==> src/hw/rtl/sample_frame_packer_defines.svh <==
// Assertion macros used by the sample frame packer serializer.
`ifndef SAMPLE_FRAME_PACKER_DEFINES_SVH
`define SAMPLE_FRAME_PACKER_DEFINES_SVH

// Same-cycle implication, checked outside reset.
`define SFP_ASSERT_NOW(label, clk, rst_n, ante, cons, msg) \
    label: assert property (@(posedge clk) disable iff (!rst_n) (ante) |-> (cons)) \
        else $error(msg);

// Next-cycle implication, checked outside reset.
`define SFP_ASSERT_NEXT(label, clk, rst_n, ante, cons, msg) \
    label: assert property (@(posedge clk) disable iff (!rst_n) (ante) |=> (cons)) \
        else $error(msg);

`endif

==> src/hw/rtl/sfp_pkg.sv <==
// Package with shared constants and types of the sample frame packer.
package sfp_pkg;

    localparam int CHANNEL_COUNT_DEF = 8;
    localparam int IN_CHANNELS       = 8;   // channel words in each input transaction
    localparam int WORD_W            = 32;
    localparam int BYTE_W            = 8;
    localparam int CNT_W             = 6;   // popcount of one 32-bit word
    localparam int SUM_W             = 8;   // checksum wraps modulo 256
    localparam int IN_DATA_W         = (IN_CHANNELS + 1) * WORD_W;
    localparam int CFG_IDX_W         = 1;
    localparam int CFG_DATA_W        = 8;
    localparam int BYTES_PER_WORD    = WORD_W / BYTE_W;
    localparam int BIDX_W            = $clog2(BYTES_PER_WORD);

    // Configuration register indexes
    localparam logic [CFG_IDX_W-1:0] CFG_IDX_MASK = 1'b0;
    localparam logic [CFG_IDX_W-1:0] CFG_IDX_MODE = 1'b1;

    localparam logic [BYTE_W-1:0] HEADER_BYTE = 8'h00;

    typedef enum logic {
        ST_IDLE,
        ST_DATA
    } t_ser_state;

endpackage

==> src/hw/rtl/sample_frame_packer.sv <==
// Sample frame packer top level: input hold stage, bit-count lanes, merge, serializer.
//
// Each input transaction carries eight channel words and a timestamp word and
// becomes one byte frame on the master side: a zero header, the timestamp (in
// on-demand mode), four little-endian bytes per enabled channel, and a
// checksum byte (bit count of the frame, modulo 256) marked by tlast. A frame
// of N bytes (2 to 38) leaves at one byte per cycle while tready is high,
// through the byte-wide output serializer; the next transaction is taken
// into the hold stage while the current frame is still going out, and
// frames follow each other with no idle cycle. Bit counts of all words are
// formed in parallel lanes as a transaction is taken. Configuration is
// sampled when a transaction is taken and must only be written while the
// block is idle.
module sample_frame_packer
    import sfp_pkg::*;
#(
    parameter int CHANNEL_COUNT = CHANNEL_COUNT_DEF
) (
    input  logic                  i_clk,
    input  logic                  i_rst_n,
    // Configuration write port
    input  logic                  i_cfg_we,
    input  logic [CFG_IDX_W-1:0]  i_cfg_index,
    input  logic [CFG_DATA_W-1:0] i_cfg_data,
    // Sample set input
    input  logic                  i_s_axis_tvalid,
    output logic                  o_s_axis_tready,
    // tdata fields from bit 0: chan0_word .. chan7_word, stamp_word (32 bits each)
    input  logic [IN_DATA_W-1:0]  i_s_axis_tdata,
    // Frame byte output
    output logic                  o_m_axis_tvalid,
    input  logic                  i_m_axis_tready,
    // tdata fields from bit 0: frame_byte (8 bits)
    output logic [BYTE_W-1:0]     o_m_axis_tdata,
    // tlast: frame_end
    output logic                  o_m_axis_tlast
);

    // Slot 0 is the timestamp, slot k is channel k-1
    localparam int SLOTS = CHANNEL_COUNT + 1;

    logic [IN_CHANNELS-1:0]  r_mask;
    logic                    r_mode;

    logic                    r_hold_valid;
    logic [WORD_W-1:0]       r_hold_words [SLOTS];
    logic [CNT_W-1:0]        r_hold_cnt   [SLOTS];
    logic [SLOTS-1:0]        r_hold_pend;

    logic [WORD_W-1:0]       in_words [SLOTS];
    logic [SLOTS-1:0]        in_en;
    logic [CNT_W-1:0]        lane_cnt [SLOTS];
    logic [SUM_W-1:0]        frame_sum;
    logic                    take;
    logic                    in_accept;

    // Configuration registers
    always_ff @(posedge i_clk) begin
        if (!i_rst_n) begin
            r_mask <= '0;
            r_mode <= 1'b0;
        end else if (i_cfg_we) begin
            case (i_cfg_index)
                CFG_IDX_MASK: r_mask <= i_cfg_data;
                CFG_IDX_MODE: r_mode <= i_cfg_data[0];
                default: begin
                end
            endcase
        end
    end

    // Unpack input words into slots with their enables
    always_comb begin
        in_words[0] = i_s_axis_tdata[IN_CHANNELS*WORD_W +: WORD_W];
        in_en[0]    = r_mode;
        for (int c = 0; c < CHANNEL_COUNT; c++) begin
            in_words[c+1] = i_s_axis_tdata[c*WORD_W +: WORD_W];
            in_en[c+1]    = r_mask[c];
        end
    end

    // Bit-count lanes
    for (genvar g = 0; g < SLOTS; g++) begin : g_lane
        sfp_lane u_lane (
            .i_word (in_words[g]),
            .i_en   (in_en[g]),
            .o_cnt  (lane_cnt[g])
        );
    end

    // Hold stage between input and serializer
    assign in_accept       = i_s_axis_tvalid && o_s_axis_tready;
    assign o_s_axis_tready = !r_hold_valid || take;

    always_ff @(posedge i_clk) begin
        if (!i_rst_n) begin
            r_hold_valid <= 1'b0;
        end else if (in_accept) begin
            r_hold_valid <= 1'b1;
        end else if (take) begin
            r_hold_valid <= 1'b0;
        end
    end

    always_ff @(posedge i_clk) begin
        if (in_accept) begin
            r_hold_pend <= in_en;
            for (int s = 0; s < SLOTS; s++) begin
                r_hold_words[s] <= in_words[s];
                r_hold_cnt[s]   <= lane_cnt[s];
            end
        end
    end

    sfp_merge #(
        .SLOTS (SLOTS)
    ) u_merge (
        .i_cnt (r_hold_cnt),
        .o_sum (frame_sum)
    );

    sfp_serializer #(
        .SLOTS (SLOTS)
    ) u_serializer (
        .i_clk        (i_clk),
        .i_rst_n      (i_rst_n),
        .i_hold_valid (r_hold_valid),
        .i_words      (r_hold_words),
        .i_pend       (r_hold_pend),
        .i_sum        (frame_sum),
        .o_take       (take),
        .o_valid      (o_m_axis_tvalid),
        .i_ready      (i_m_axis_tready),
        .o_byte       (o_m_axis_tdata),
        .o_last       (o_m_axis_tlast)
    );

endmodule

==> src/hw/rtl/sfp_lane.sv <==
// One lane: masked bit count of a single 32-bit frame word.
module sfp_lane
    import sfp_pkg::*;
(
    input  logic [WORD_W-1:0] i_word,
    input  logic              i_en,
    output logic [CNT_W-1:0]  o_cnt
);

    localparam int NIB_N = WORD_W / 4;

    logic [2:0]       nib_cnt [NIB_N];
    logic [CNT_W-1:0] total;

    // Nibble counts, then a sum of the nibble counts
    always_comb begin
        for (int n = 0; n < NIB_N; n++) begin
            nib_cnt[n] = 3'(i_word[4*n]) + 3'(i_word[4*n+1])
                       + 3'(i_word[4*n+2]) + 3'(i_word[4*n+3]);
        end
        total = '0;
        for (int n = 0; n < NIB_N; n++) begin
            total = total + CNT_W'(nib_cnt[n]);
        end
        o_cnt = i_en ? total : '0;
    end

endmodule

==> src/hw/rtl/sfp_merge.sv <==
// Merge stage: adds the lane bit counts into the frame checksum.
module sfp_merge
    import sfp_pkg::*;
#(
    parameter int SLOTS = CHANNEL_COUNT_DEF + 1
) (
    input  logic [CNT_W-1:0] i_cnt [SLOTS],
    output logic [SUM_W-1:0] o_sum
);

    // Wrapping sum; the header byte adds nothing
    always_comb begin
        o_sum = '0;
        for (int s = 0; s < SLOTS; s++) begin
            o_sum = o_sum + SUM_W'(i_cnt[s]);
        end
    end

endmodule

==> src/hw/rtl/sfp_serializer.sv <==
// Frame serializer: emits header, enabled words byte by byte, then checksum.
`include "sample_frame_packer_defines.svh"

module sfp_serializer
    import sfp_pkg::*;
#(
    parameter int SLOTS = CHANNEL_COUNT_DEF + 1
) (
    input  logic              i_clk,
    input  logic              i_rst_n,
    input  logic              i_hold_valid,
    input  logic [WORD_W-1:0] i_words [SLOTS],
    input  logic [SLOTS-1:0]  i_pend,
    input  logic [SUM_W-1:0]  i_sum,
    output logic              o_take,
    output logic              o_valid,
    input  logic              i_ready,
    output logic [BYTE_W-1:0] o_byte,
    output logic              o_last
);

    localparam int SEL_W = (SLOTS > 1) ? $clog2(SLOTS) : 1;

    t_ser_state        r_state, n_state;
    logic [SLOTS-1:0]  r_pend, n_pend;
    logic [BIDX_W-1:0] r_byte_idx, n_byte_idx;
    logic [SUM_W-1:0]  r_sum, n_sum;
    logic              r_out_valid, n_out_valid;
    logic [BYTE_W-1:0] r_out_byte, n_out_byte;
    logic              r_out_last, n_out_last;
    logic [WORD_W-1:0] r_words [SLOTS];

    logic              advance;
    logic              take;
    logic [SEL_W-1:0]  sel;
    logic [WORD_W-1:0] cur_word;
    logic [BYTE_W-1:0] cur_byte;

    // Output register moves when empty or drained this cycle
    assign advance = !r_out_valid || i_ready;
    assign take    = advance && (r_state == ST_IDLE) && i_hold_valid;

    // Lowest pending slot goes first
    always_comb begin
        sel = '0;
        for (int s = SLOTS - 1; s >= 0; s--) begin
            if (r_pend[s]) begin
                sel = SEL_W'(s);
            end
        end
    end

    assign cur_word = r_words[sel];
    assign cur_byte = cur_word[BYTE_W*r_byte_idx +: BYTE_W];

    // Next state and output byte
    always_comb begin
        n_state     = r_state;
        n_pend      = r_pend;
        n_byte_idx  = r_byte_idx;
        n_sum       = r_sum;
        n_out_valid = r_out_valid;
        n_out_byte  = r_out_byte;
        n_out_last  = r_out_last;
        if (advance) begin
            n_out_valid = 1'b0;
            case (r_state)
                ST_IDLE: begin
                    if (i_hold_valid) begin
                        n_out_valid = 1'b1;
                        n_out_byte  = HEADER_BYTE;
                        n_out_last  = 1'b0;
                        n_pend      = i_pend;
                        n_sum       = i_sum;
                        n_byte_idx  = '0;
                        n_state     = ST_DATA;
                    end
                end
                ST_DATA: begin
                    n_out_valid = 1'b1;
                    if (r_pend == '0) begin
                        n_out_byte = r_sum;
                        n_out_last = 1'b1;
                        n_state    = ST_IDLE;
                    end else begin
                        n_out_byte = cur_byte;
                        n_out_last = 1'b0;
                        n_byte_idx = r_byte_idx + 1'b1;
                        if (r_byte_idx == BIDX_W'(BYTES_PER_WORD - 1)) begin
                            n_pend[sel] = 1'b0;
                        end
                    end
                end
                default: begin
                    n_state = ST_IDLE;
                end
            endcase
        end
    end

    // Control registers
    always_ff @(posedge i_clk) begin
        if (!i_rst_n) begin
            r_state     <= ST_IDLE;
            r_pend      <= '0;
            r_byte_idx  <= '0;
            r_out_valid <= 1'b0;
        end else begin
            r_state     <= n_state;
            r_pend      <= n_pend;
            r_byte_idx  <= n_byte_idx;
            r_out_valid <= n_out_valid;
        end
    end

    // Payload registers
    always_ff @(posedge i_clk) begin
        r_sum      <= n_sum;
        r_out_byte <= n_out_byte;
        r_out_last <= n_out_last;
        if (take) begin
            for (int s = 0; s < SLOTS; s++) begin
                r_words[s] <= i_words[s];
            end
        end
    end

    assign o_take  = take;
    assign o_valid = r_out_valid;
    assign o_byte  = r_out_byte;
    assign o_last  = r_out_last;

    // Checks
    `SFP_ASSERT_NEXT(a_load_emits_header, i_clk, i_rst_n, take,
        r_out_valid && (r_out_byte == HEADER_BYTE) && !r_out_last,
        "frame load did not put out the header byte")
    `SFP_ASSERT_NOW(a_last_closes_frame, i_clk, i_rst_n, r_out_valid && r_out_last,
        r_state == ST_IDLE, "checksum byte shown while frame still in progress")
    `SFP_ASSERT_NOW(a_idle_nothing_pending, i_clk, i_rst_n, r_state == ST_IDLE,
        r_pend == '0, "words left pending in idle")
    `SFP_ASSERT_NOW(a_mid_word_pending, i_clk, i_rst_n, r_byte_idx != '0,
        r_pend != '0, "byte index moved with no word pending")

endmodule
==> config.mk <==
export PLATFORM = sky130hd
export DESIGN_NAME = sample_frame_packer
export DESIGN_NICKNAME = d
export VERILOG_FILES = /design/src/hw/rtl/sfp_pkg.sv /design/src/hw/rtl/sample_frame_packer.sv /design/src/hw/rtl/sfp_lane.sv /design/src/hw/rtl/sfp_merge.sv /design/src/hw/rtl/sfp_serializer.sv
export VERILOG_INCLUDE_DIRS = /design/src /design/src/hw/rtl
export SDC_FILE = /design/constraint.sdc
export NUM_CORES = 1
export LEC_CHECK = 0
export ABC_CLOCK_PERIOD_IN_PS = 33400
export BUFFER_PORTS_ARGS = -buffer_cell sky130_fd_sc_hd__buf_4
export CAP_MARGIN = 5
export CELL_PAD_IN_SITES_DETAIL_PLACEMENT = 1
export CELL_PAD_IN_SITES_GLOBAL_PLACEMENT = 1
export CORE_ASPECT_RATIO = 0.6
export CORE_MARGIN = 2
export CORE_UTILIZATION = 25
export CTS_BUF_LIST = sky130_fd_sc_hd__clkbuf_2 sky130_fd_sc_hd__clkbuf_4 sky130_fd_sc_hd__clkbuf_8
export DETAILED_ROUTE_END_ITERATION = 7
export GPL_ROUTABILITY_DRIVEN = 0
export PLACE_DENSITY_LB_ADDON = 0.12
export SLEW_MARGIN = 20
export SYNTH_ARGS = -nofsm -noshare
export SYNTH_HDL_FRONTEND = slang
export SYNTH_SLANG_ARGS = --single-unit
export TNS_END_PERCENT = 1
==> constraint.sdc <==
create_clock -name i_clk -period 33.4 [get_ports i_clk]
set_input_delay 5.01 -clock i_clk [delete_from_list [all_inputs] [get_ports i_clk]]
set_output_delay 5.01 -clock i_clk [all_outputs]
set_load 0.02 [all_outputs]
[After elaboration in Yosys (flattened, before gate mapping)]
Memory sizes are Yosys's and may differ from the RTL's.
Cells that the tools add are included.
Storage, ports and cells
  flip-flop bits (word level): 391
  RAM bits: 288
  bits of input ports: 302
  output and inout port bits: 11
  word-level logic and storage cells: 377
  memories: 1
Operators by class
  add/sub/neg operators: 288
  $lt $le $gt $ge: 2
  eq/ne operators: 4
  shift-type cells: 1
  muxes and demuxes: 32
  bitwise operators: 4
  reductions and logical operators: 16
Memories
  u_serializer.r_words: words 9, width 32, rd ports 1, clocked after Yosys merged registers in 0, wr ports 9, line sfp_serializer.sv:31  | logic [WORD_W-1:0] r_words [SLOTS];
Operator list (number)
  3-bit by 1-bit adder with 3-bit output: 144
  6-bit by 3-bit adder with 6-bit output: 54
  1-bit by 1-bit adder with 2-bit output: 72
  8-bit by 6-bit adder with 8-bit output: 7
  3-bit by 3-bit adder with 4-bit output: 9
  4-bit two-way mux: 9
  32-bit by 6-bit variable part select with 8-bit output: 1
  9-bit two-way mux: 3
  9-bit one-hot mux with 2 select lines: 1
  8-bit two-way mux: 2
  8-bit one-hot mux with 2 select lines: 1
  9-bit bitwise AND: 1
  9-bit logical NOT: 1
  1-bit two-way mux: 9
  9-bit NOT: 1
  6-bit by 6-bit adder with 7-bit output: 1
  2-bit != test, second input constant: 3
  1-bit one-hot mux with 2 select lines: 3
  2-bit AND reduction: 3
  3-bit AND reduction: 2
  4-bit by 5-bit less-than comparator with 1-bit output, second input constant: 1
  1-bit demux with 4-bit select: 1
  4-bit by 1-bit >= comparator with 1-bit output, second input constant: 1
  1-bit logical AND: 4
  9 further kinds: 13

[Depth between registers and ports, before layout]
Gate-level depths: netlist of run 1.
  depth in word-level cells: 18
  mapped depth: 22

[By module]
Synthesis of run 1 repeated with hierarchy kept, for this count alone.
Unflattened totals
  cells, all modules: 2077
  area, all modules: 32144.6 um^2
By module, submodules not included
  sfp_serializer: times used 1, cells an instance 719, area each 12244.2 um^2, seq. area each 9419.0 um^2
  sample_frame_packer: times used 1, cells an instance 396, area each 10971.8 um^2, seq. area each 10740.3 um^2
  sfp_lane (g_lane[0].u_lane ...): times used 8, cells an instance 93, area each 852.1 um^2, seq. area each 0.0 um^2
  sfp_merge: times used 1, cells an instance 125, area each 1258.7 um^2, seq. area each 0.0 um^2
  sfp_lane (g_lane[6].u_lane): times used 1, cells an instance 93, area each 853.3 um^2, seq. area each 0.0 um^2

[Worst setup path after synthesis of run 1]
OpenSTA, ideal clock, no wires.
  path kind: input -> register
  start point: input i_m_axis_tready
  end point: register u_serializer.r_pend[0]
  data arrival time: 14352 ps
  setup slack: 18955 ps
  stages on the path: 5
  path buffers: 1
  path through: nand2b_1 > and3_1 > clkbuf_1 > a22oi_1 > nor2b_1
On the way
  longest elaborated chain between the ends: 2
Ends and longest elaborated chain
  from (decl): line sample_frame_packer.sv:32  | input logic i_m_axis_tready,
  1-bit logical OR: line sfp_serializer.sv:40  | assign advance = !r_out_valid || i_ready;
  4-bit AND reduction (no line)
  to (signal assigned): line sfp_serializer.sv:110  | r_pend <= n_pend;
  to (decl): line sfp_serializer.sv:25  | logic [SLOTS-1:0] r_pend, n_pend;
No other way between the ends.
A chain may end at the register's enable or synchronous reset.

[Worst setup path in the final report of run 1]
  start point: input i_m_axis_tready
  end point: output o_s_axis_tready
On the way
  longest elaborated chain between the ends: 4
Ends and longest elaborated chain
  1-bit logical OR: line sfp_serializer.sv:40
  1-bit logical AND (2 in a row): line sfp_serializer.sv:41  | assign take = advance && (r_state == ST_IDLE) && i_hold_valid;
  1-bit logical OR: line sample_frame_packer.sv:93  | assign o_s_axis_tready = !r_hold_valid || take;
  to (decl): line sample_frame_packer.sv:27  | output logic o_s_axis_tready,
No other way between the ends.

==> results of run 1 <==
[through the flow]
step	setup WS [ps]	instances	hold WS, ps	total power (W)
2_1_floorplan	18960	2335	400	0.00229
3_3_place_gp	22380	4446	401	0.00313
3_5_place_dp	22370	4447	405	0.00315
4_1_cts	22360	4652	377	0.00398
5_1_grt	22290	4656	379	0.00425
6_report	22230	4659	379	0.00394
[synthesized netlist by cell type, types with 12 or more instances]
library cell	count
edfxtp_1	656
inv_1	544
ha_1	277
fa_1	234
and2_1	57
a21oi_1	54
nand2_1	54
a21o_1	51
xnor2_1	36
clkbuf_1	33
a221o_1	28
a222oi_1	26
nor2b_1	24
dfxtp_1	23
nor2_1	21
o21ai_0	20
a22oi_1	16
a221oi_1	15
a22o_1	12
[routing by layer]
layer	routed length (um)	part of all wire (%)	up-vias
met1	59600	49	10300
met5	37	0.031	-
met4	1870	1.5	6
li1	-	-	8930
met3	8460	7.0	125
met2	51300	42	555
[logic make-up (layout without fill, tap and decap cells)]
| group | count (synthesis) | after routing | share of synthesized area (%) |
|---|---|---|---|
| other | 0 | 7 | 0 |
| adder cells (fa/ha/maj) | 511 | 511 | 23.7 |
| buffers and inverters | 596 | 1094 | 6.61 |
| multiplexers | 9 | 9 | 0.265 |
| AO/OA/AOI/OAI | 292 | 292 | 6.46 |
| flip-flops | 679 | 679 | 58.6 |
| XOR/XNOR | 46 | 46 | 1.17 |
| AND/OR/NAND/NOR | 202 | 202 | 3.24 |
[path summary, 6_finish.rpt]
kind                           from                     endpoint  slack [ps]  cells after the start
hold reg to reg   r_hold_words[237]  u_serializer.r_words[1][13]         380                      0
setup / recovery    i_m_axis_tready              o_s_axis_tready       22230                      4
setup reg to reg     r_hold_cnt[43]        u_serializer.r_sum[7]       28140                     16
hold / removal    r_hold_words[237]  u_serializer.r_words[1][13]         380                      0
[layout make-up]
type | instances | area share, %
sequential | 679 | 48.6
multi-input combinational | 1060 | 29.1
timing repair buffer | 344 | 6.23
tap | 1819 | 5.49
inverter | 545 | 4.94
clock buffer | 141 | 4.29
clock inverter | 64 | 1.31
antenna | 7 | 0.0423
[registers in the layout (all words and copies together) (netlist names)]
signal and count:
u_serializer.o_byte 8, u_serializer.o_last 1, u_serializer.r_sum 8, u_serializer.o_valid 1
r_hold_cnt 54, r_hold_valid 1, r_mode 1, u_serializer.r_byte_idx 2
u_serializer.r_words 288, r_hold_words 288, r_mask 8, u_serializer.r_pend 9
r_hold_pend 9, u_serializer.r_state 1
[power by group]
group          total, W  switching (W)  internal [W]  leakage (nW)
Sequential      0.00109      0.0000335       0.00106          6.48
Clock          0.000789       0.000381      0.000409          1.21
Combinational   0.00206        0.00126      0.000796          10.0
[critical path, cell delays in order]
cell and delay (ps):
buf_4 80, nor2b_1 60, o21ai_0 710, buf_4 300
==> reports/summary.md, run 1 <==
The vertical die dimension was 291 um; the netlist area before placement was 0.0344 mm^2. The critical path is of the input pin to output pin type. The maximum clock frequency is 0.0895 GHz. Data arrives at the worst endpoint at 6160 ps.

The floorplan has 105 rows. The number of global-route vias before repair is 21,600. The most used flip-flop cell after synthesis is edfxtp_1. The combined global-route utilization of all metal layers was 17.3%; the detail-routed net length per standard cell was 26.0 um.

The cell count after synthesis came out at 2,335. The clock-pin slew reported for the worst setup and hold paths after clock tree synthesis works out to 60 ps. The worst path in the final design needs a cycle of 11,170 ps, including I/O delays and setup. In this run the biggest area consumer among cell types represents 57.2% of the synthesized area.

Global routing used 25.0% of the available met2 tracks. The number of setup buffers added after CTS is 0. Class of the most critical hold timing path: register to register.

The placed instances occupy a cell area of 0.0391 mm^2. Leaving out fill and tap cells, the most frequent cells in the layout are edfxtp_1, inv_1, buf_4. The logs give 1,554 for the number of DRC violations after detailed-routing iteration 0 and 4.47% for the met3 capacity usage during global routing. The tree built by TritonCTS fans out to 679 sinks. For the total area of multi-input combinational cells, the log shows 0.0120 mm^2.

After routing, the total negative slack on setup checks comes to 0 ps. Counting flops with an async set or reset pin after synthesis yields a share of 0%. Total number of yosys warnings: 0. For this run, design rule violations remaining after detail routing come to 0. The busiest layer in global routing is met1. Launching element type of the critical path: an input pin. Dividing the detail-routed via count by the number of cells gives 4.28.

Entering global routing, the biggest net connects 78 pins. Measured on the finished design, the core utilization comes to 30.3%. The logs give 58.6% for the proportion of synthesized chip area in sequential cells and 25.2% for the effective utilization at floorplan.

For the register cell area after layout, the log shows 0.0202 mm^2. The core region is 0.137 mm^2. The number of buffers inserted during clock tree synthesis is 115, and the power per unit of standard cell area is 95.1 mW/mm^2. The count of cell types in the netlist was 60; the count of max-cap constraint violations was 0. Leaving out fill and tap cells, the most frequent cell in the layout is edfxtp_1.

Measured against its own limit, the worst slew margin works out to 22.9%. Number of ports placed on the die boundary: 313. Floorplan die area: 0.141 mm^2. Compared with the post-synthesis result, the final layout area differs by 20.4%. The final critical path takes up 33.5% of the cycle. The number of vias in the routed layout came out at 20,000.

The flow ran to the end, and the final reports show no timing, DRC or antenna violations. The first detailed-routing pass took 6 iterations. The global-route wire length before repair was 169,000 um.

The tools report the number of nets at the end of the flow as 3,558. The die boundary width is 483 um, and the share of layout cells above drive strength 1 is 19.1%. Setup repair after global routing left no endpoint under its margin. The number of gates resized after CTS was 0.

Yosys mapped a number of flops with a built-in enable equal to 656. Between clock sinks in the finished design, the worst skew comes to 60.9 ps. For this block, the routed nets add up to 121,000 um of wire. By area the synthesized netlist is led by edfxtp_1, fa_1, ha_1, inv_1, dfxtp_1. TritonCTS built the clock tree. The tree is rooted in a clkbuf_8.

The tools report the reported leakage power as 17.7 nW. The maximum vdd ir drop is 0.163 mV. The average footprint of a synthesized cell was 14.7 um^2. The tools report the final hold violation count as 0. Data on the critical path is required at its endpoint by 28,390 ps. The later pin in the worst-skew pair is clocked with a latency of 830 ps. Finished layout cell area: 0.0414 mm^2. The global route total overflow came out at 0. Global routing consumed, on the met1 layer, 26.0% of the routing resources.

The layout has 14,600 filler cells. The run gives 3 as the H-tree depth. The number of hold-repair buffers added at the cts stage came out at 0.

For the net count after synthesis, the log shows 3,148. At the pin with the least slew margin, the transition time is 1130 ps. The number of antenna-violating nets in the routed design is 0, and the peak fanout along the critical path is 3. The top cell type by total area after synthesis was edfxtp_1. The tools report the number of antenna violations at the first check in global routing as 18. Synthesis inferred 679 register bits. The count of buffers from port buffering works out to 312. Setup violations remaining at the end of the flow were counted as 0. The maximum number of buffers from clock root to sink was 3. The category of the worst setup path capture point was an output pin. The max-slew violation count was 0; the detailed placement HPWL was 94,600 um.
Note: power is estimated with default switching activity, not from simulation.
==> run 2, diff against run 1 <==
--- a/config.mk
+++ b/config.mk
@@ -6,7 +6,7 @@
 export SDC_FILE = /design/constraint.sdc
 export NUM_CORES = 1
 export LEC_CHECK = 0
-export ABC_CLOCK_PERIOD_IN_PS = 33400
+export ABC_CLOCK_PERIOD_IN_PS = 11200
 export BUFFER_PORTS_ARGS = -buffer_cell sky130_fd_sc_hd__buf_4
 export CAP_MARGIN = 5
 export CELL_PAD_IN_SITES_DETAIL_PLACEMENT = 1
==> constraint.sdc (replaced) <==
create_clock -name i_clk -period 11.2 [get_ports i_clk]
set_input_delay 1.68 -clock i_clk [delete_from_list [all_inputs] [get_ports i_clk]]
set_output_delay 1.68 -clock i_clk [all_outputs]
set_load 0.02 [all_outputs]
==> reports/summary.md, run 2 (synthesis gave the netlist of run 1 again) <==
The worst setup path is captured at a register. The global-route wire length before repair was 172,000 um (+1.7%). After layout, the minimum clock period comes to 6730 ps. Detailed placement HPWL: 96,200 um (+1.8%). Clock share of power: 20.2% (+0.2 points).

In this run the critical register-to-register path is captured at u_serializer.r_sum[7]. The run gives 679 (unchanged) as the total clock sinks. The number of nets at the end of the flow is 3,554 (-0.11%), and the arrival time of the worst setup path is 7270 ps (+1110 ps). The max-slew violation count was 0 (unchanged). The tools report the count of final setup violators as 0 (unchanged). The logs give 3 (unchanged) for the H-tree depth and 5 (-1) for the number of search-and-repair iterations in the first detailed-routing pass.

The effective utilization at floorplan came out at 25.2% (unchanged). The number of DRC violations after detailed-routing iteration 0 was 1,475 (-5.1%); the worst-skew pair later-pin latency was 830 ps (about the same). The most repeated library cell on the critical path is fa_1.

Peak fanout along the critical path: 2 (-1). The run gives 28.9% (+1.2 points) as the relative contribution of sequential cells to total power. The most critical setup path has its startpoint at i_s_axis_tdata[36]. Number of ports placed on the die boundary: 313 (unchanged). Setup repair after global routing left no endpoint under its margin. The number of global-route vias before repair is 21,700 (+0.52%), and the register-to-register setup slack is 5990 ps (-22,150 ps). The start of the worst register-to-register path was r_hold_cnt[43].

For the tightest slew margin relative to the limit, the log shows 17.1% (-5.7 points). The worst path required time was 11,740 ps (-16,650 ps). The overall power after layout came out at 0.0113 W (+190%).

The design internal power is 0.00664 W (+190%). The library cells used most frequently in the layout, excluding fill and tap cells, are edfxtp_1, inv_1, buf_4. The worst path buffer plus inverter count works out to 6 (+4). Class of the most critical hold timing path: register to register. The total number of placement rows was 105 (unchanged); the worst hold slack was 401 ps (+22.0 ps).

Number of hold-repair buffers added at the cts stage: 0 (unchanged). The run gives 0.315 mV (+94%) as the maximum vdd ir drop. Number of cells on the worst reg-to-reg path: 16 (unchanged). The detail-routed net length per standard cell was 26.4 um (+1.5%).

The instance count on the critical path was 20 (+16); the final sum of negative setup slack was 0 ps (unchanged). Count of max-cap constraint violations: 0 (unchanged). The number of design rule violations left after detail routing was 0 (unchanged); the number of fillers in the final layout was 14,600 (+0.23%). The area overhead of the layout relative to synthesis was 20.3%.

The clock-pin slew reported for the worst setup and hold paths after clock tree synthesis works out to 60 ps (about the same). TritonCTS built the clock tree. The number of antenna violations at the first check in global routing is 16 (-2). The maximum clock frequency was 0.148 GHz.

The transition time of the tightest slew-check pin was 1230 ps (+102 ps); the setup fix buffers added after clock tree synthesis was 0 (unchanged). Die boundary width: 483 um (unchanged). The count of cells resized by post-cts repair came out at 0 (unchanged).

Class of the most critical setup path: input pin to register. The clock root buffer is clkbuf_8. The tools report the utilization after layout as 30.3% (-0.039 points). The largest net degree at the start of global routing came out at 159 (+100%). The fraction of power spent switching nets works out to 41.3% (-1.2 points). The logs give 0.141 mm^2 (unchanged) for the floorplan die area and 0.137 mm^2 (unchanged) for the area of the core. The count of buffers from port buffering is 312 (unchanged). STA classifies the critical path startpoint as an input pin. The pre-CTS setup slack is 3690 ps (-18,680 ps).

Among all stages on the critical path, the largest delay is contributed by xnor2_1. The share of layout cells above drive strength 1 came out at 19.0% (-0.022 points). The number of buffers inserted during clock tree synthesis is 115 (unchanged), and the overall routed net length is 123,000 um (+1.6%). The largest registers in the layout are r_hold_words x288, u_serializer.r_words x288, r_hold_cnt x54. The flow ran to the end, and the final reports show no timing, DRC or antenna violations. The register cell area after layout was 0.0202 mm^2 (unchanged); the maximum number of buffers from clock root to sink was 3 (unchanged). The final hold violation count is 0 (unchanged). The reported net switching power came out at 0.00468 W (+180%). The global route total overflow was 0 (unchanged). The library cell used most frequently in the layout, excluding fill and tap cells, is edfxtp_1. The vertical die dimension is 291 um (unchanged).

The ratio of final minimum period to clock period works out to 60.1%. The number of vias per cell works out to 4.29 (+0.12%). In this design, the largest share of critical-path delay is due to adder cells. Final worst setup slack: 4470 ps (-17,760 ps). The worst setup path endpoint was r_hold_cnt[41]. The combinational fraction of design power was 51.0% (-1.2 points). The logs give 49.1 ps (-11.8 ps) for the worst clock skew and 0.0121 mm^2 (+0.18%) for the total area of multi-input combinational cells. The signal on the critical path passes through buf_4, ha_1, inv_1, fa_1, inv_1, ha_1, inv_1, fa_1, xnor2_1, fa_1, inv_1, fa_1, inv_1, fa_1, fa_1, fa_1, a21o_1, a21oi_1, xnor2_1, and2_1. The number of antenna-violating nets in the routed design is 0 (unchanged), and the stage delay of the slowest cell on the critical path is 580 ps (-130 ps).

The power per unit of standard cell area works out to 274 mW/mm^2 (+190%). The number of vias in the routed layout was 20,000 (+0.18%). The reported leakage power was 17.7 nW (-0.21%); the combined global-route utilization of all metal layers was 17.6% (+0.30 points).
==> run 2: cell types whose count changed in the layout (fill, tap and decap cells not counted), sizes merged <==
cell	previous run	this run
buf	344	340
bufinv	7	4
clkbuf	141	143
clkinv	50	53
diode	7	12
==> run 2: power groups by stage <==
stage	logic (W)	clock network [W]	registers [W]
finish	0.00577	0.00228	0.00327
global route	0.00655	0.00247	0.00329
CTS	0.00586	0.00237	0.00327
detailed placement	0.00577	0	0.00332
global placement	0.00567	0	0.00332
floorplan	0.00352	0	0.00331
==> run 2: worst min path at each step <==
stage,depth (start not counted),to,start
global placement,0,u_serializer.r_words[1][29],r_hold_words[253]
detailed placement,0,u_serializer.r_words[1][23],r_hold_words[247]
global route,0,u_serializer.r_words[1][22],r_hold_words[246]
CTS,0,u_serializer.r_words[3][11],r_hold_words[171]
finish,0,u_serializer.r_words[8][13],r_hold_words[13]
floorplan,0,u_serializer.r_words[0][0],r_hold_words[256]
==> run 2: area by class of cell <==
class	instances	area share [%]
Sequential cell	679	48.7
Multi-Input combinational cell	1060	29.1
Timing Repair Buffer	340	6.21
Tap cell	1819	5.50
Inverter	545	4.95
Clock buffer	143	4.41
Clock inverter	64	1.02
Antenna cell	12	0.0725
==> run 2: routing by layer <==
metal  track usage (%)  vias to the layer above  routed length [um]
met3              4.03                      130                6780
met2              25.2                      456               51900
li1                  -                     8927                   -
met5                 0                        -                  78
met1              27.1                    10500               62800
met4              2.88                       12                1690
==> run 2: metrics by stage <==
stage / instances / area, um^2
after floorplan: 2335 / 34400
after global placement: 4443 / 39100
after detailed placement: 4443 / 39100
after CTS: 4650 / 41400
after global routing: 4657 / 41400
final: 4662 / 41400
